**src/rtl/core/tank_level_debounce_err_count_assert.svh**
```systemverilog
// assertion macros for the tank level qualifier
// used by modules that carry concurrent checks; expects clk and rst_n in scope
`ifndef TANK_LEVEL_DEBOUNCE_ERR_COUNT_ASSERT_SVH
`define TANK_LEVEL_DEBOUNCE_ERR_COUNT_ASSERT_SVH

`ifndef ASSERT_OFF

// plain property that must hold at every edge out of reset
`define TLDEC_ASSERT(label, prop, msg) \
    label: assert property (@(posedge clk) disable iff (!rst_n) (prop)) else $error(msg);

// same-cycle implication
`define TLDEC_ASSERT_IMP(label, pre, post, msg) \
    label: assert property (@(posedge clk) disable iff (!rst_n) (pre) |-> (post)) \
        else $error(msg);

// next-cycle implication
`define TLDEC_ASSERT_NEXT(label, pre, post, msg) \
    label: assert property (@(posedge clk) disable iff (!rst_n) (pre) |=> (post)) \
        else $error(msg);

`else

`define TLDEC_ASSERT(label, prop, msg)
`define TLDEC_ASSERT_IMP(label, pre, post, msg)
`define TLDEC_ASSERT_NEXT(label, pre, post, msg)

`endif

`endif

```
**src/rtl/core/tldec_pkg.sv**
```systemverilog
// shared types and constants for the tank level qualifier
// no dependencies; used by every module of the block
package tldec_pkg;

    // operation codes
    localparam logic [1:0] OP_SAMPLE = 2'd0;
    localparam logic [1:0] OP_CLEAR  = 2'd1;
    localparam logic [1:0] OP_SET    = 2'd2;
    localparam logic [1:0] OP_READ   = 2'd3;

    // level codes
    localparam logic [2:0] LVL_LOW         = 3'd0;
    localparam logic [2:0] LVL_MID         = 3'd1;
    localparam logic [2:0] LVL_HIGH        = 3'd2;
    localparam logic [2:0] LVL_OVERFLOW    = 3'd3;
    localparam logic [2:0] LVL_ERR_LOW     = 3'd4;
    localparam logic [2:0] LVL_ERR_HIGH    = 3'd5;
    localparam logic [2:0] LVL_ERR_COMPLEX = 3'd6;
    localparam logic [2:0] LVL_ERR_OVF_LOW = 3'd7;

    // error counter slots
    localparam logic [1:0] CNT_LOW      = 2'd0;
    localparam logic [1:0] CNT_COMPLEX  = 2'd1;
    localparam logic [1:0] CNT_HIGH     = 2'd2;
    localparam logic [1:0] CNT_OVF      = 2'd3;

    localparam logic [7:0] CNT_MAX      = 8'd255;
    localparam logic [7:0] DETECT_RESET = 8'd20;
    localparam logic [7:0] CLEAR_BELOW  = 8'd3;

    typedef logic [3:0][7:0] count_set_t;

    // one input word as held in the input register
    typedef struct packed {
        logic [1:0] operation;
        logic [2:0] channel;
        logic [2:0] sensed_level;
        logic [1:0] error_type;
        logic [7:0] count_value;
    } item_t;

    // what the state store hands back for one word
    typedef struct packed {
        logic [2:0] level;
        count_set_t counts;
        logic [7:0] timer;
    } result_t;

endpackage

```
**src/rtl/core/tldec_in_stage.sv**
```systemverilog
// input register stage of the tank level qualifier
// depends on tldec_pkg for the item type
module tldec_in_stage
(
    input  logic           clk,
    input  logic           rst_n,
    input  logic           in_valid,
    output logic           in_ready,
    input  tldec_pkg::item_t in_item,
    input  logic           advance,
    output logic           held_valid,
    output tldec_pkg::item_t held_item
);

    logic             valid_reg;
    tldec_pkg::item_t item_reg;

    // room for a new word when empty or when the held one moves on this cycle
    assign in_ready   = !valid_reg || advance;
    assign held_valid = valid_reg;
    assign held_item  = item_reg;

    always_ff @(posedge clk or negedge rst_n)
    begin
        if (!rst_n)
        begin
            valid_reg <= 1'b0;
        end
        else if (in_ready)
        begin
            valid_reg <= in_valid;
        end
    end

    always_ff @(posedge clk)
    begin
        if (in_valid && in_ready)
        begin
            item_reg <= in_item;
        end
    end

endmodule

```
**src/rtl/core/tldec_chan_store.sv**
```systemverilog
// per-channel level, timer and error counter state with its update logic
// depends on tldec_pkg for codes, item and result types
module tldec_chan_store
#(
    parameter int NUM_CHANNELS = 5
)
(
    input  logic             clk,
    input  logic             rst_n,
    input  logic             fire,
    input  tldec_pkg::item_t item,
    input  logic [7:0]       settle_time,
    output tldec_pkg::result_t result
);

    localparam int CH_W = (NUM_CHANNELS > 1) ? $clog2(NUM_CHANNELS) : 1;

    logic [2:0]              pend_reg [NUM_CHANNELS];
    logic [2:0]              cur_reg  [NUM_CHANNELS];
    logic [7:0]              tmr_reg  [NUM_CHANNELS];
    tldec_pkg::count_set_t   cnt_reg  [NUM_CHANNELS];

    logic [CH_W+2:0]         ch_ext;
    logic [CH_W-1:0]         idx;
    logic                    ch_ok;
    logic [2:0]              lvl;

    logic [2:0]              sel_pend;
    logic [2:0]              sel_cur;
    logic [7:0]              sel_tmr;
    tldec_pkg::count_set_t   sel_cnt;
    logic [2:0]              pend_next;
    logic [2:0]              cur_next;
    logic [7:0]              tmr_next;
    tldec_pkg::count_set_t   cnt_next;
    tldec_pkg::count_set_t   room_next;

    assign ch_ext = {{CH_W{1'b0}}, item.channel};
    assign idx    = ch_ext[CH_W-1:0];
    assign ch_ok  = int'(item.channel) < NUM_CHANNELS;
    assign lvl    = item.sensed_level;

    always_comb
    begin
        sel_pend  = pend_reg[idx];
        sel_cur   = cur_reg[idx];
        sel_tmr   = tmr_reg[idx];
        sel_cnt   = cnt_reg[idx];
        pend_next = sel_pend;
        cur_next  = sel_cur;
        tmr_next  = sel_tmr;
        cnt_next  = sel_cnt;

        // room clear drops small overflow, complex and high counts of channel 0
        room_next = cnt_reg[0];
        if (room_next[tldec_pkg::CNT_OVF] < tldec_pkg::CLEAR_BELOW)
            room_next[tldec_pkg::CNT_OVF] = 8'd0;
        if (room_next[tldec_pkg::CNT_COMPLEX] < tldec_pkg::CLEAR_BELOW)
            room_next[tldec_pkg::CNT_COMPLEX] = 8'd0;
        if (room_next[tldec_pkg::CNT_HIGH] < tldec_pkg::CLEAR_BELOW)
            room_next[tldec_pkg::CNT_HIGH] = 8'd0;

        case (item.operation)
            tldec_pkg::OP_SAMPLE:
            begin
                if (sel_pend != lvl)
                begin
                    pend_next = lvl;
                    tmr_next  = settle_time;
                end
                else if (sel_tmr != 8'd0)
                begin
                    tmr_next = sel_tmr - 8'd1;
                end
                else
                begin
                    if (sel_cur != lvl)
                    begin
                        case (lvl) inside
                            tldec_pkg::LVL_ERR_LOW, tldec_pkg::LVL_ERR_OVF_LOW:
                            begin
                                if (sel_cnt[tldec_pkg::CNT_LOW] != tldec_pkg::CNT_MAX)
                                    cnt_next[tldec_pkg::CNT_LOW] =
                                        sel_cnt[tldec_pkg::CNT_LOW] + 8'd1;
                            end
                            tldec_pkg::LVL_ERR_COMPLEX:
                            begin
                                if (sel_cnt[tldec_pkg::CNT_COMPLEX] != tldec_pkg::CNT_MAX)
                                    cnt_next[tldec_pkg::CNT_COMPLEX] =
                                        sel_cnt[tldec_pkg::CNT_COMPLEX] + 8'd1;
                            end
                            tldec_pkg::LVL_ERR_HIGH:
                            begin
                                if (sel_cnt[tldec_pkg::CNT_HIGH] != tldec_pkg::CNT_MAX)
                                    cnt_next[tldec_pkg::CNT_HIGH] =
                                        sel_cnt[tldec_pkg::CNT_HIGH] + 8'd1;
                            end
                            tldec_pkg::LVL_OVERFLOW:
                            begin
                                if (sel_cnt[tldec_pkg::CNT_OVF] != tldec_pkg::CNT_MAX)
                                    cnt_next[tldec_pkg::CNT_OVF] =
                                        sel_cnt[tldec_pkg::CNT_OVF] + 8'd1;
                            end
                            tldec_pkg::LVL_HIGH:
                            begin
                                cnt_next[tldec_pkg::CNT_HIGH]    = 8'd0;
                                cnt_next[tldec_pkg::CNT_COMPLEX] = 8'd0;
                            end
                            default:
                            begin
                            end
                        endcase
                        // anything but a low-side error resets the low count
                        if (lvl != tldec_pkg::LVL_ERR_LOW && lvl != tldec_pkg::LVL_ERR_OVF_LOW)
                            cnt_next[tldec_pkg::CNT_LOW] = 8'd0;
                    end
                    cur_next = lvl;
                end
            end
            tldec_pkg::OP_SET:
            begin
                cnt_next[item.error_type] = item.count_value;
            end
            default:
            begin
            end
        endcase

        // result reflects the channel after this word
        if (!ch_ok)
        begin
            result = '0;
        end
        else
        begin
            result.level  = cur_next;
            result.timer  = tmr_next;
            result.counts = cnt_next;
            if (item.operation == tldec_pkg::OP_CLEAR && idx == CH_W'(0))
                result.counts = room_next;
        end
    end

    always_ff @(posedge clk or negedge rst_n)
    begin
        if (!rst_n)
        begin
            for (int i = 0; i < NUM_CHANNELS; i++)
            begin
                pend_reg[i] <= tldec_pkg::LVL_LOW;
                cur_reg[i]  <= tldec_pkg::LVL_LOW;
                tmr_reg[i]  <= tldec_pkg::DETECT_RESET;
                cnt_reg[i]  <= '0;
            end
        end
        else if (fire)
        begin
            if (item.operation == tldec_pkg::OP_CLEAR)
            begin
                cnt_reg[0] <= room_next;
            end
            else if (ch_ok && (item.operation == tldec_pkg::OP_SAMPLE ||
                               item.operation == tldec_pkg::OP_SET))
            begin
                pend_reg[idx] <= pend_next;
                cur_reg[idx]  <= cur_next;
                tmr_reg[idx]  <= tmr_next;
                cnt_reg[idx]  <= cnt_next;
            end
        end
    end

endmodule

```
**src/rtl/core/tank_level_debounce_err_count.sv**
```systemverilog
// tank level qualifier, top level: one word in, one result word out per cycle while out_ready holds
// result path: an accepted word passes the input register, then the result register
// throughput: one word per cycle unless out_ready stalls; the per-channel state update is a single pass
// reset (rst_n, async, active low): all levels low, timers and settle time 20, counts zero
// depends on tldec_pkg, tldec_in_stage, tldec_chan_store and the assertion macro header
`include "tank_level_debounce_err_count_assert.svh"

module tank_level_debounce_err_count
#(
    parameter int NUM_CHANNELS = 5
)
(
    input  logic       clk,
    input  logic       rst_n,

    // configuration: settle time
    input  logic       cfg_wr_en,
    input  logic [7:0] cfg_wr_data,

    // input channel
    input  logic       in_valid,
    output logic       in_ready,
    input  logic [1:0] operation,
    input  logic [2:0] channel,
    input  logic [2:0] sensed_level,
    input  logic [1:0] error_type,
    input  logic [7:0] count_value,

    // result channel
    output logic       out_valid,
    input  logic       out_ready,
    output logic [2:0] accepted_level,
    output logic       is_full,
    output logic       is_error,
    output logic [7:0] count_low,
    output logic [7:0] count_complex,
    output logic [7:0] count_high,
    output logic [7:0] count_overflow,
    output logic [7:0] timer_left
);

    // settle time register; the user must write it only while the block is quiet, the block does not enforce it
    logic [7:0]         settle_time_reg;

    // input stage
    tldec_pkg::item_t   in_item;
    tldec_pkg::item_t   held_item;
    logic               held_valid;
    logic               advance;

    // result register
    logic               out_valid_reg;
    tldec_pkg::result_t res_comb;
    tldec_pkg::result_t res_reg;

    assign in_item.operation    = operation;
    assign in_item.channel      = channel;
    assign in_item.sensed_level = sensed_level;
    assign in_item.error_type   = error_type;
    assign in_item.count_value  = count_value;

    // held word moves into the result register when that is free or being drained
    assign advance = held_valid && (!out_valid_reg || out_ready);

    always_ff @(posedge clk or negedge rst_n)
    begin
        if (!rst_n)
        begin
            settle_time_reg <= tldec_pkg::DETECT_RESET;
        end
        else if (cfg_wr_en)
        begin
            settle_time_reg <= cfg_wr_data;
        end
    end

    tldec_in_stage u_in_stage
    (
        .clk        (clk),
        .rst_n      (rst_n),
        .in_valid   (in_valid),
        .in_ready   (in_ready),
        .in_item    (in_item),
        .advance    (advance),
        .held_valid (held_valid),
        .held_item  (held_item)
    );

    // channel state is updated on the same edge that captures the result,
    // so the next word already sees it
    tldec_chan_store #(
        .NUM_CHANNELS (NUM_CHANNELS)
    ) u_chan_store
    (
        .clk         (clk),
        .rst_n       (rst_n),
        .fire        (advance),
        .item        (held_item),
        .settle_time (settle_time_reg),
        .result      (res_comb)
    );

    always_ff @(posedge clk or negedge rst_n)
    begin
        if (!rst_n)
        begin
            out_valid_reg <= 1'b0;
        end
        else if (!out_valid_reg || out_ready)
        begin
            out_valid_reg <= held_valid;
        end
    end

    always_ff @(posedge clk)
    begin
        if (advance)
        begin
            res_reg <= res_comb;
        end
    end

    // full from high upwards, error from overflow upwards
    assign out_valid      = out_valid_reg;
    assign accepted_level = res_reg.level;
    assign is_full        = (res_reg.level >= tldec_pkg::LVL_HIGH);
    assign is_error       = (res_reg.level >= tldec_pkg::LVL_OVERFLOW);
    assign count_low      = res_reg.counts[tldec_pkg::CNT_LOW];
    assign count_complex  = res_reg.counts[tldec_pkg::CNT_COMPLEX];
    assign count_high     = res_reg.counts[tldec_pkg::CNT_HIGH];
    assign count_overflow = res_reg.counts[tldec_pkg::CNT_OVF];
    assign timer_left     = res_reg.timer;

    // an empty input register must always take a word
    `TLDEC_ASSERT_IMP(a_ready_when_empty, !held_valid, in_ready, "input stage empty but not ready")
    // a result only appears after a word sat in the input register
    `TLDEC_ASSERT_IMP(a_result_has_source, $rose(out_valid_reg), $past(held_valid), "orphan result")
    // a stalled output must keep the held word in place
    `TLDEC_ASSERT_NEXT(a_no_drop_on_stall, held_valid && !advance, held_valid, "word dropped in stall")
    // error levels are always full levels
    `TLDEC_ASSERT_IMP(a_error_is_full, out_valid_reg && is_error, is_full, "error flag without full")

endmodule

```
**config.mk**
```make
export PLATFORM = sky130hd
export DESIGN_NAME = tank_level_debounce_err_count
export DESIGN_NICKNAME = d
export VERILOG_FILES = /design/src/rtl/core/tldec_pkg.sv /design/src/rtl/core/tldec_in_stage.sv /design/src/rtl/core/tldec_chan_store.sv /design/src/rtl/core/tank_level_debounce_err_count.sv
export VERILOG_INCLUDE_DIRS = /design/src /design/src/rtl/core
export SDC_FILE = /design/constraint.sdc
export NUM_CORES = 1
export LEC_CHECK = 0
export BUFFER_PORTS_ARGS = -buffer_cell sky130_fd_sc_hd__buf_2
export CAP_MARGIN = 25
export CELL_PAD_IN_SITES_DETAIL_PLACEMENT = 1
export CELL_PAD_IN_SITES_GLOBAL_PLACEMENT = 2
export CORE_UTILIZATION = 43
export DETAILED_ROUTE_END_ITERATION = 10
export PLACE_DENSITY_LB_ADDON = 0.1
export SETUP_SLACK_MARGIN = 0.2
export SLEW_MARGIN = 20
export SYNTH_ARGS = -nofsm -noshare
export SYNTH_HDL_FRONTEND = slang
export SYNTH_SLANG_ARGS = --single-unit
export TNS_END_PERCENT = 20
```
**constraint.sdc**
```tcl
create_clock -name clk -period 13.57 [get_ports clk]
set_clock_uncertainty 0.1 [all_clocks]
set_input_delay 2.714 -clock clk [delete_from_list [all_inputs] [get_ports clk]]
set_output_delay 2.714 -clock clk [all_outputs]
set_load 0.02 [all_outputs]
```
Yosys cells after proc, flatten, opt, wreduce, memory -nomap -nowiden
Cells that the tools add are included.
{"block": "classes", "addsub": 5, "order_cmp": 10, "eq_ne": 16, "muxes": 63, "bitwise": 2, "n_reduce_logical": 19}
{"operator": "$mux W32", "count": 8}
{"operator": "$mux W8", "count": 30}
{"operator": "$bwmux W160", "count": 1}
{"operator": "$mux W160", "count": 1}
{"operator": "$bmux W32 S3", "count": 1}
{"operator": "$demux W32 S3", "count": 1}
{"operator": "$pmux W32 S2", "count": 1}
{"operator": "$bwmux W40", "count": 1}
{"operator": "$add A8 B1 Y8 const B", "count": 4}
{"operator": "$bwmux W32", "count": 1}
{"operator": "$ne A8 B8 Y1 const B", "count": 4}
{"operator": "$bwmux W15", "count": 2}
{"operator": "$mux W3", "count": 10}
{"operator": "$bmux W8 S3", "count": 1}
{"operator": "$demux W8 S3", "count": 1}
{"operator": "$lt A8 B2 Y1 const B", "count": 3}
{"operator": "$bmux W3 S3", "count": 2}
{"operator": "$demux W8 S2", "count": 1}
{"operator": "$eq A3 B3 Y1 const B", "count": 4}
{"operator": "$demux W3 S3", "count": 1}
{"operator": "$reduce_bool A8 Y1", "count": 1}
{"operator": "$sub A8 B1 Y8 const B", "count": 1}
{"operator": "$logic_and A1 B1 Y1", "count": 7}
{"operator": "$eq A3 B2 Y1 const B", "count": 2}
{"operator": "20 further kinds", "count": 26}
{"block": "totals", "reg_bits": 301, "in_bits": 31}

Logic depth before layout (Yosys ltp)
Gate-level depths: netlist of the first run.
{"block": "logic_depth", "word_depth": 17, "ltp_mapped": 19, "ltp_nobuf": 12}

By module
From an unflattened synthesis of the first run, not the netlist that was laid out.
{"block": "hier_totals", "hier_cells": 1617, "area_unflattened_um2": 15917.8}
{"module": "tldec_chan_store", "n_inst": 1, "cells_each": 1529, "area_per_inst_um2": 13640.6, "seq_area_each_um2": 5768.0}
{"module": "tank_level_debounce_err_count", "n_inst": 1, "cells_each": 66, "area_per_inst_um2": 1682.9, "seq_area_each_um2": 1519.0}
{"module": "tldec_in_stage", "n_inst": 1, "cells_each": 22, "area_per_inst_um2": 594.3, "seq_area_each_um2": 565.5}

Worst setup path after synthesis of the first run
OpenSTA, ideal clock, no wires.
{"block": "synth_timing", "path_type": "input -> output", "from": "input port out_ready", "to": "output port in_ready", "arrival_ns": 2.992, "setup_slack_ns": 7.764, "path_stages": 1, "path_buffers": 0, "path_cell_list": "nand3b_1"}
{"block": "synth_via", "elab_chain_cells": 3}
{"item": "start: declaration", "line": "tank_level_debounce_err_count.sv:31", "text": "input logic out_ready,"}
{"item": "$logic_or A1 B1 Y1", "line": "tank_level_debounce_err_count.sv:63", "text": "assign advance = held_valid && (!out_valid_reg || out_ready);"}
{"item": "$logic_and A1 B1 Y1", "line": "tank_level_debounce_err_count.sv:63"}
{"item": "$logic_or A1 B1 Y1", "line": "tldec_in_stage.sv:19", "text": "assign in_ready = !valid_reg || advance;"}
{"item": "end: declaration", "line": "tank_level_debounce_err_count.sv:22", "text": "output logic in_ready,"}
No other way between the ends.

Final worst setup path of the first run
Same ends and word-level chain as after synthesis.

==> results of run 1 <==
## worst register-to-register path: stages, from the launching register on
cell      delay, ps
edfxtp_1        320
buf_4           500
clkinv_1        550
buf_4           380
nand3_1         110
a21oi_1          80
a221oi_1        560
ha_1            280
and4b_1         340
nand4_1         340
a211o_1         590
a21oi_1         480
o21ai_0         190
a221oi_2        600
nor2_1          110
## per-stage QoR
stage | setup slack [ps] | utilization, % | instances | total power, mW
floorplan | 7760 | - | 1600 | 1.40
global placement | 7590 | 46.1 | 2069 | 1.54
detailed placement | 7590 | 46.1 | 2070 | 1.56
CTS | 7590 | 49.2 | 2133 | 2.50
global route | 7530 | 49.3 | 2134 | 2.59
finish | 7580 | 49.3 | 2134 | 2.49
## kinds of logic (layout without fill, tap and decap cells)
logic type	Yosys count	after routing	share of synthesized area, %
buffers and inverters	124	197	3.63
DFF	301	301	50.3
AOI/OAI and AO/OA	460	460	19.2
xor gates and xnor gates	7	7	0.393
and+or+nand+nor	575	575	17.0
muxes	128	128	9.05
adders and majority gates	5	5	0.401
## layer usage
| layer | up-vias | part of all wire [%] |
|---|---|---|
| met5 | - | 0.093 |
| met4 | 2 | 3.4 |
| met3 | 113 | 4.6 |
| met2 | 323 | 48 |
| met1 | 6716 | 44 |
| li1 | 5894 | - |
## cells in the mapped netlist (all sizes together) (5+ instances only)
cell | number | area share (%)
a211o | 5 | 0.28
a211oi | 24 | 1.3
a21boi | 8 | 0.39
a21oi | 98 | 3.2
a221oi | 16 | 1.1
a22o | 8 | 0.45
a22oi | 23 | 1.1
a31oi | 10 | 0.40
and2 | 18 | 0.72
and3 | 13 | 0.52
and3b | 6 | 0.34
buf | 36 | 1.5
clkbuf | 68 | 1.6
dfrtp | 228 | 37
dfstp | 12 | 2.0
edfxtp | 61 | 12
ha | 5 | 0.40
inv | 18 | 0.43
mux2 | 79 | 5.8
mux2i | 48 | 3.1
nand2 | 276 | 6.7
nand2b | 15 | 0.60
nand3 | 27 | 0.87
nand3b | 18 | 0.87
nand4 | 9 | 0.36
nor2 | 117 | 2.9
nor2b | 11 | 0.44
nor3 | 29 | 0.93
nor3b | 8 | 0.42
nor4 | 6 | 0.28
o211ai | 6 | 0.29
o21a | 8 | 0.39
o21ai | 169 | 5.5
o221ai | 6 | 0.34
o22a | 5 | 0.28
o22ai | 15 | 0.60
o2bb2ai | 8 | 0.49
o31ai | 5 | 0.24
or2 | 7 | 0.28
xnor2 | 6 | 0.34
## worst min-delay path by stage
stage / end / slack (ps)
2_1_floorplan: u_chan_store.cur_reg[12]$_DFFE_PN0P_ / 340
3_3_place_gp: u_chan_store.cur_reg[12]$_DFFE_PN0P_ / 350
3_5_place_dp: u_chan_store.pend_reg[3]$_DFFE_PN0P_ / 360
4_1_cts: u_chan_store.pend_reg[3]$_DFFE_PN0P_ / 380
5_1_grt: u_chan_store.pend_reg[2]$_DFFE_PN0P_ / 390
6_report: u_chan_store.cur_reg[12]$_DFFE_PN0P_ / 370
## area by class of cell
type / count / area [µm²] / share of cell area [%]
Clock buffer: 57 / 1020 / 5.81
Sequential cell: 301 / 7850 / 44.7
Clock inverter: 6 / 86.3 / 0.491
Multi-Input combinational cell: 1175 / 7240 / 41.2
Tap cell: 461 / 577 / 3.28
Inverter: 20 / 75.1 / 0.427
Timing Repair Buffer: 114 / 731 / 4.16
## power groups by stage
stage / registers, mW / clock network, mW / logic, mW
finish: 1.13 / 0.934 / 0.423
global route: 1.14 / 0.978 / 0.466
CTS: 1.13 / 0.953 / 0.422
detailed placement: 1.14 / 0 / 0.419
global placement: 1.14 / 0 / 0.405
floorplan: 1.13 / 0 / 0.271
==> reports/metrics.cfg, run 1 <==
[status]
status = complete, but fails checks
violations = DRC

[setup_path]
reg2reg_slack_ps = 7770
start_kind = primary input
rr_worst_depth = 14
worst_path_largest_cell_delay_ps = 180
path_delay_family = buffers and inverters
crit_end = in_ready
path_cells = buf_2, nand3b_1, buf_2
crit_fanout = 3
worstPathArrival_ps = 3170
slowest_stage = nand3b_1
crit_buf_inv = 2
cpMostUsedCell = buf_2
required_ps = 10760
cp_num_cells = 3
critical_path.startpoint = out_ready
path_class = primary input to output port
crit_path_end_kind = output port
reg2reg_to = count_high[4]$_SDFFCE_PP0P_
r2r-start = u_in_stage.held_item[14]$_DFFE_PP_

[clock_network]
htree_levels = 2
clockRootBuffer = clkbuf_16
cts_hold_buf = 0
numCtsBuffers = 35
ctsResizeCount = 0
clk_path_buf_depth = 3
clk_latency_ps = 550
cts_setup_buffers = 0
clkTransAtPathRegs_ps = 60
cts_sinks = 301
cts_tree = done

[global_routing]
met1_usage_pct = 40.3
grt_use_met3_pct = 4.56
grt_pass1_vias = 13600
grt_max_degree = 101
antenna_found_initial = 1
grt_pass1_wl_um = 83800
met2_usage_pct = 50.9
grt_usage_pct = 30.7
grt_overflow = 0
grt_busiest_layer = met2

[floorplan]
initial_core_util_pct = 43.7
io-pin-count = 78
dieArea_um2 = 37000
die_w_um = 192
core_um2 = 35700
rows = 69
die_y_um = 192

[detailed_routing]
wl_per_cell_um = 26.2
first_iter_violations = 979
first_pass_iters = 8
viasPerCell = 6.11
routed_wl_um = 55900
postRouteAntennaNets = 0
drcViolationCount = 6
dr_total_vias = 13000

[layout]
finish.instance_area_um2 = 17600
antenna_cells = 0
area.growth.synth_to_final_pct = 12.7
n_fill_cell = 3966
largest_reg_flops = 160
drive_gt1_share_pct = 17.6
final_cell_mix = nand2_1 (272), dfrtp_1 (228), o21ai_0 (147)
final_common_cell = nand2_1
layout.nets = 1683

[timing]
fmax_ghz = 0.167
period_minus_slack_ps = 5990
tightestPinTransition_ps = 1020
finalHoldViolCount = 0
relSlewSlack_pct = 31.7
holdWs_ps = 374
period_share_pct = 44.1
rsz0062_at_grt = false
tns_ps = 0
finalMaxSlewViolations = 0
setup_viol = 0

[synth]
syn_inst = 1600
ys_ff_latch = 301
syn_area_per_cell_um2 = 9.75
synth_nets = 1636
synth_cell_types = 91
yosys_warnings = 0
yosys_most_used_dff = dfrtp_1
synth_edf_count = 61
async_reset_ff_share_pct = 79.7
netlist_area_um2 = 15600
seq_area_frac_synth_pct = 50.3

[pwr]
p_leak_nw = 7.41
comb_power_share_pct = 17.0
power_density_nw_per_um2 = 142
p_clk_share_pct = 37.5
p_switching_mw = 0.737
pwr-share-seq_pct = 45.5
swShare_pct = 29.6
peakVddDrop_mv = 0.0829
internal_power_mw = 1.75

[place]
place_congestion = 0.901
portBuffers = 77
dp_hpwl_um = 35400
place_area_um2 = 16400

[worst_hold_path]
hp-start = u_chan_store.cur_reg[12]$_DFFE_PN0P_
hold_depth = 2
holdCritPathClass = register to register

[flow_run]
cap_violations = 0

No activity file was read; power rests on OpenSTA's default activity.
==> inputs of run 2 (changes only) <==
--- a/config.mk
+++ b/config.mk
@@ -10,7 +10,7 @@
 export CAP_MARGIN = 25
 export CELL_PAD_IN_SITES_DETAIL_PLACEMENT = 1
 export CELL_PAD_IN_SITES_GLOBAL_PLACEMENT = 2
-export CORE_UTILIZATION = 43
+export CORE_UTILIZATION = 36
 export DETAILED_ROUTE_END_ITERATION = 10
 export PLACE_DENSITY_LB_ADDON = 0.1
 export SETUP_SLACK_MARGIN = 0.2
==> constraint.sdc (replaced) <==
create_clock -name clk -period 5.3 [get_ports clk]
set_clock_uncertainty 0.1 [all_clocks]
set_input_delay 1.06 -clock clk [delete_from_list [all_inputs] [get_ports clk]]
set_output_delay 1.06 -clock clk [all_outputs]
set_load 0.02 [all_outputs]
==> reports/metrics.cfg, run 2 (synthesized netlist as in run 1, its figures left out) <==
[timing]
relSlewSlack_pct = 32.3  ; +0.61 points
period_share_pct = 91.8
period_minus_slack_ps = 4870
tightestPinTransition_ps = 1010  ; -6.52 ps
finalMaxSlewViolations = 0  ; unchanged
fmax_ghz = 0.206
finalHoldViolCount = 0  ; unchanged
rsz0062_at_grt = true
tns_ps = 0  ; unchanged
setup_viol = 0  ; unchanged

[clock_network]
clockRootBuffer = clkbuf_16
clk_path_buf_depth = 3  ; unchanged
cts_sinks = 301  ; unchanged
htree_levels = 2  ; unchanged
clkTransAtPathRegs_ps = 60  ; about the same
cts_tree = done
clk_latency_ps = 560  ; about the same
numCtsBuffers = 38  ; +8.6%

[global_routing]
antenna_found_initial = 0  ; -1
grt_max_degree = 106  ; +5.0%
grt_overflow = 0  ; unchanged
grt_usage_pct = 27.0  ; -3.6 points
grt_pass1_vias = 13600  ; +0.41%
grt_pass1_wl_um = 88800  ; +5.9%

[floorplan]
io-pin-count = 78  ; unchanged
die_y_um = 210  ; +9.2%
initial_core_util_pct = 36.9  ; -6.9 points
rows = 75  ; +8.7%
core_um2 = 42300  ; +19%
die_w_um = 210  ; +9.2%
dieArea_um2 = 44200  ; +19%

[detailed_routing]
wl_per_cell_um = 25.6  ; -2.3%
routed_wl_um = 58500  ; +4.6%
drcViolationCount = 0  ; -6
dr_total_vias = 13000  ; -0.20%
dr_wl_met3_um = 2770  ; +8.2%
m1WireLength_um = 26000  ; +5.0%
wl_met2_um = 27900  ; +4.9%
postRouteAntennaNets = 0  ; unchanged
viasPerCell = 5.70  ; -6.8%
first_pass_iters = 6  ; -2
routed.top_layer = met4
first_iter_violations = 922  ; -5.8%

[pwr]
power_density_nw_per_um2 = 369  ; +160%
p_leak_nw = 7.63  ; +3.1%
peakVddDrop_mv = 0.218  ; +160%

[layout]
final_common_cell = nand2_1
antenna_cells = 0  ; unchanged
drive_gt1_share_pct = 19.6  ; +2.0 points
final_cells = 2285  ; +7.1%
largest_reg_flops = 160  ; unchanged
final_cell_mix = nand2_1 (272), dfrtp_1 (228), o21ai_0 (147)
layout.nets = 1715  ; +1.9%
n_fill_cell = 4737  ; +19%
area.growth.synth_to_final_pct = 16.0

[setup_path]
worst_path_largest_cell_delay_ps = 900  ; +720 ps
path_cells = inv_1, and4_1, or4_1, a221o_1, a2111oi_2, buf_4, nor3_1, mux2i_1, o211ai_1, and2_1
crit_fanout = 18  ; +15
path_class = register to register
slowest_stage = edfxtp_1
crit_buf_inv = 2  ; unchanged
required_ps = 5510  ; -5250 ps
crit_path_end_kind = register
worstPathArrival_ps = 5070  ; +1900 ps
start_kind = register
path_delay_family = compound AO/OA/AOI/OAI gates

[flow_run]
cap_violations = 0  ; unchanged

[worst_hold_path]
holdCritPathClass = register to register

[place]
portBuffers = 77  ; unchanged
place_congestion = 0.887  ; -1.6%
dp.cells = 2214  ; +7.0%
dp_hpwl_um = 39900  ; +13%

[status]
status = complete, no violations

## run 2: changes by cell type in the layout (fill, tap and decap cells not counted), moves of 2 or more
| cell | previous run | this run |
|---|---|---|
| clkbuf_1 | 18 | 11 |
| clkbuf_8 | 2 | 7 |
| buf_4 | 33 | 63 |
| inv_6 | 0 | 2 |
| clkbuf_16 | 37 | 43 |
## run 2: power by group
group / internal, mW / total, mW / switching, mW
logic: 0.397 / 1.11 / 0.708
clock network: 1.62 / 2.67 / 1.05
registers: 2.69 / 2.91 / 0.216
total: 4.71 / 6.68 / 1.97
## run 2: worst paths after layout
path | cells past startpoint | slack, ps | startpoint | end
min reg2reg | 2 | 380 | u_chan_store.cur_reg[14]$_DFFE_PN0P_ | u_chan_store.cur_reg[14]$_DFFE_PN0P_
min in group asynchronous | 1 | 450 | rst_n | u_chan_store.cnt_reg[114]$_DFFE_PN0P_
max in group asynchronous | 2 | 3490 | rst_n | u_chan_store.tmr_reg[4]$_DFFE_PN1P_
max reg2reg | 10 | 430 | u_in_stage.held_item[15]$_DFFE_PP_ | count_low[3]$_SDFFCE_PP0P_
min | 2 | 380 | u_chan_store.cur_reg[14]$_DFFE_PN0P_ | u_chan_store.cur_reg[14]$_DFFE_PN0P_
max | 10 | 430 | u_in_stage.held_item[15]$_DFFE_PP_ | count_low[3]$_SDFFCE_PP0P_
## run 2: cell type report
type | instances | area [µm²] | area share (%)
clock inverters | 8 | 78.8 | 0.436
multi-input cells | 1175 | 7230 | 40.0
repair buffers | 143 | 923 | 5.10
clock buffers | 61 | 1210 | 6.71
inverters | 20 | 75.1 | 0.415
well taps | 577 | 722 | 3.99
flip-flops and latches | 301 | 7850 | 43.4
## run 2: worst reg2reg max path, stage by stage, from the launching register on
cell and delay (ps):
edfxtp_1 900, inv_1 410, and4_1 340, or4_1 500
a221o_1 460, a2111oi_2 880, buf_4 280, nor3_1 60
mux2i_1 170, o211ai_1 270, and2_1 240
## run 2: per-stage QoR
stage	total power [mW]	hold slack, ps	util [%]	instance area [µm²]	setup slack [ps]
after CTS	6.75	381	42.7	18100	470
after floorplan	3.59	338	-	15600	782
after global routing	6.98	401	42.8	18100	109
after global placement	4.02	356	39.6	16800	603
final	6.68	376	42.8	18100	434
after detailed placement	4.05	367	39.7	16800	500
## run 2: metal layers
| metal | up-vias | GRT usage (%) |
|---|---|---|
| met4 | 0 | 9.34 |
| li1 | 5961 | - |
| met5 | - | 0 |
| met3 | 93 | 3.67 |
| met1 | 6656 | 36.3 |
| met2 | 312 | 44.7 |
## run 2: repair_timing
| item | in CTS | in global routing |
|---|---|---|
| resized for setup | 0 | 0 |
| endpoints found under the setup margin | 0 | 13 |
| setup buffers | 0 | 1 |
| hold buffers | 0 | 0 |
==> inputs of run 3 (changes only) <==
==> constraint.sdc (replaced) <==
create_clock -name clk -period 5.3 [get_ports clk]
set_clock_uncertainty 0.1 [all_clocks]
set_input_delay 0.265 -clock clk [delete_from_list [all_inputs] [get_ports clk]]
set_output_delay 0.265 -clock clk [all_outputs]
set_load 0.02 [all_outputs]
==> reports/metrics.cfg, run 3 (synthesized netlist as in run 1, its figures left out) <==
[status]
status = complete, no violations

[layout]
seq_area_um2 = 7850  ; unchanged
fin_util_pct = 43.5  ; +0.70 points
final_cell_mix = nand2_1 (272), dfrtp_1 (228), o21ai_0 (147)
finish.instance_area_um2 = 18400  ; +1.6%
antenna_cells = 0  ; unchanged
area.growth.synth_to_final_pct = 17.9
n_fill_cell = 4728  ; -0.19%
drive_gt1_share_pct = 19.1  ; -0.47 points
largest_reg_flops = 160  ; unchanged
final_common_cell = nand2_1
layout.nets = 1751  ; +2.1%
multi_input_area_um2 = 7240  ; +0.19%

[global_routing]
grt_pass1_vias = 13700  ; +0.60%
met1_usage_pct = 36.1  ; -0.25 points
grt_max_degree = 101  ; -4.7%
antenna_found_initial = 0  ; unchanged
grt_pass1_wl_um = 89000  ; +0.30%
met2_usage_pct = 46.4  ; +1.6 points
grt_usage_pct = 27.2  ; +0.14 points
grt_busiest_layer = met2
grt_use_met3_pct = 3.35  ; -0.31 points
grt_overflow = 0  ; unchanged

[timing]
period_share_pct = 92.2  ; +0.36 points
tns_ps = 0  ; unchanged
tightestPinTransition_ps = 953  ; -61.8 ps
fmax_ghz = 0.205  ; -0.39%
setup_viol = 0  ; unchanged
holdWs_ps = 20.7  ; -355 ps
finalHoldViolCount = 0  ; unchanged
rsz0062_at_grt = true
finalMaxSlewViolations = 0  ; unchanged
relSlewSlack_pct = 36.2  ; +4.0 points
period_minus_slack_ps = 4880  ; +18.8 ps

[detailed_routing]
wl_per_cell_um = 25.4  ; -0.89%
viasPerCell = 5.67  ; -0.49%
drcViolationCount = 0  ; unchanged
postRouteAntennaNets = 0  ; unchanged
first_iter_violations = 1050  ; +14%
dr_total_vias = 13200  ; +1.1%
routed_wl_um = 58900  ; +0.72%
first_pass_iters = 5  ; -1

[floorplan]
initial_core_util_pct = 36.9  ; unchanged
core_um2 = 42300  ; unchanged
rows = 75  ; unchanged
die_y_um = 210  ; unchanged
dieArea_um2 = 44200  ; unchanged
die_w_um = 210  ; unchanged
io-pin-count = 78  ; unchanged

[clock_network]
clk_path_buf_depth = 3  ; unchanged
clkTransAtPathRegs_ps = 60  ; about the same
htree_levels = 2  ; unchanged
cts_tree = done
clk_latency_ps = 570  ; about the same
clockRootBuffer = clkbuf_16
cts_setup_buffers = 0  ; unchanged
numCtsBuffers = 38  ; unchanged
cts_sinks = 301  ; unchanged

[setup_path]
cpMostUsedCell = a21oi_1
start_kind = register
crit_buf_inv = 1  ; -1
r2r-start = u_in_stage.held_item[15]$_DFFE_PP_
path_delay_family = compound AO/OA/AOI/OAI gates
path_cells = buf_4, a21oi_1, a221oi_1, ha_1, and4b_1, nand4_1, a211o_1, nor2_4, a21oi_1, a222oi_1, nor2_1
crit_fanout = 28  ; +10
rr_worst_depth = 11  ; +1
slowest_stage = a222oi_1
path_class = register to register
reg2reg_slack_ps = 420  ; -20 ps
worstPathArrival_ps = 5070  ; about the same
crit_path_end_kind = register
reg2reg_to = count_complex[5]$_SDFFCE_PP0P_
worst_path_largest_cell_delay_ps = 800  ; -100 ps
required_ps = 5490  ; -20 ps

[worst_hold_path]
holdPathEnd = settle_time_reg[1]$_DFFE_PN0P_
hold_depth = 2  ; unchanged
hp-start = cfg_wr_en
holdCritPathClass = primary input to register

[place]
place_area_um2 = 16800  ; -0.13%
place_congestion = 0.873  ; -1.6%
dp_hpwl_um = 39800  ; -0.13%
portBuffers = 77  ; unchanged

[pwr]
power_density_nw_per_um2 = 360  ; -2.5%
p_leak_nw = 7.75  ; +1.5%
totalPowerFinal_mw = 6.62  ; -0.88%
peakVddDrop_mv = 0.226  ; +3.3%

[flow_run]
cap_violations = 0  ; unchanged

## run 3: cell count changes in the layout (fill, tap and decap cells not counted), sizes merged
| cell | delta |
|---|---|
| inv | -1 |
| buf | -1 |
| bufinv | +1 |
| dlygate4sd3 | +37 |
| clkbuf | -4 |
| clkinv | +5 |
## run 3: per-stage QoR
stage               cells  setup slack, ps
finish               2322              415
global route         2322              149
CTS                  2322              460
detailed placement   2215              503
global placement     2214              755
floorplan            1600              782
## run 3: worst max path at each step
stage	cells past startpoint	end	startpoint	slack (ps)
2_1_floorplan	16	count_complex[5]$_SDFFCE_PP0P_	u_in_stage.held_item[15]$_DFFE_PP_	780
5_1_grt	11	count_complex[5]$_SDFFCE_PP0P_	u_in_stage.held_item[15]$_DFFE_PP_	150
3_3_place_gp	11	count_low[3]$_SDFFCE_PP0P_	u_in_stage.held_item[15]$_DFFE_PP_	760
3_5_place_dp	12	count_low[3]$_SDFFCE_PP0P_	u_in_stage.held_item[15]$_DFFE_PP_	500
4_1_cts	12	count_low[3]$_SDFFCE_PP0P_	u_in_stage.held_item[15]$_DFFE_PP_	460
6_report	11	count_complex[5]$_SDFFCE_PP0P_	u_in_stage.held_item[15]$_DFFE_PP_	420
## run 3: metal layers
| metal | vias to the layer above | share of wire, % |
|---|---|---|
| li1 | 6038 | - |
| met1 | 6715 | 45 |
| met2 | 324 | 49 |
| met3 | 91 | 3.9 |
| met4 | 0 | 2.6 |
| met5 | - | 0 |
## run 3: report_power, final
group / switching [mW] / leakage, nW / internal [mW]
Sequential: 0.212 / 3.79 / 2.69
Combinational: 0.719 / 3.35 / 0.414
Clock: 1.04 / 0.612 / 1.55
Total: 1.97 / 7.75 / 4.65
## run 3: layout make-up
type / count / area share [%]
well taps: 577 / 3.93
multi-input cells: 1175 / 39.4
repair buffers: 179 / 6.80
clock buffers: 57 / 6.00
inverters: 20 / 0.408
clock inverters: 13 / 0.782
flip-flops and latches: 301 / 42.7
## run 3: repair_timing
| action | CTS | global route |
|---|---|---|
| resized for setup | 0 | 1 |
| hold endpoints to repair | 117 | 0 |
| setup endpoints to repair | 0 | 7 |
| hold buffers | 37 | 0 |
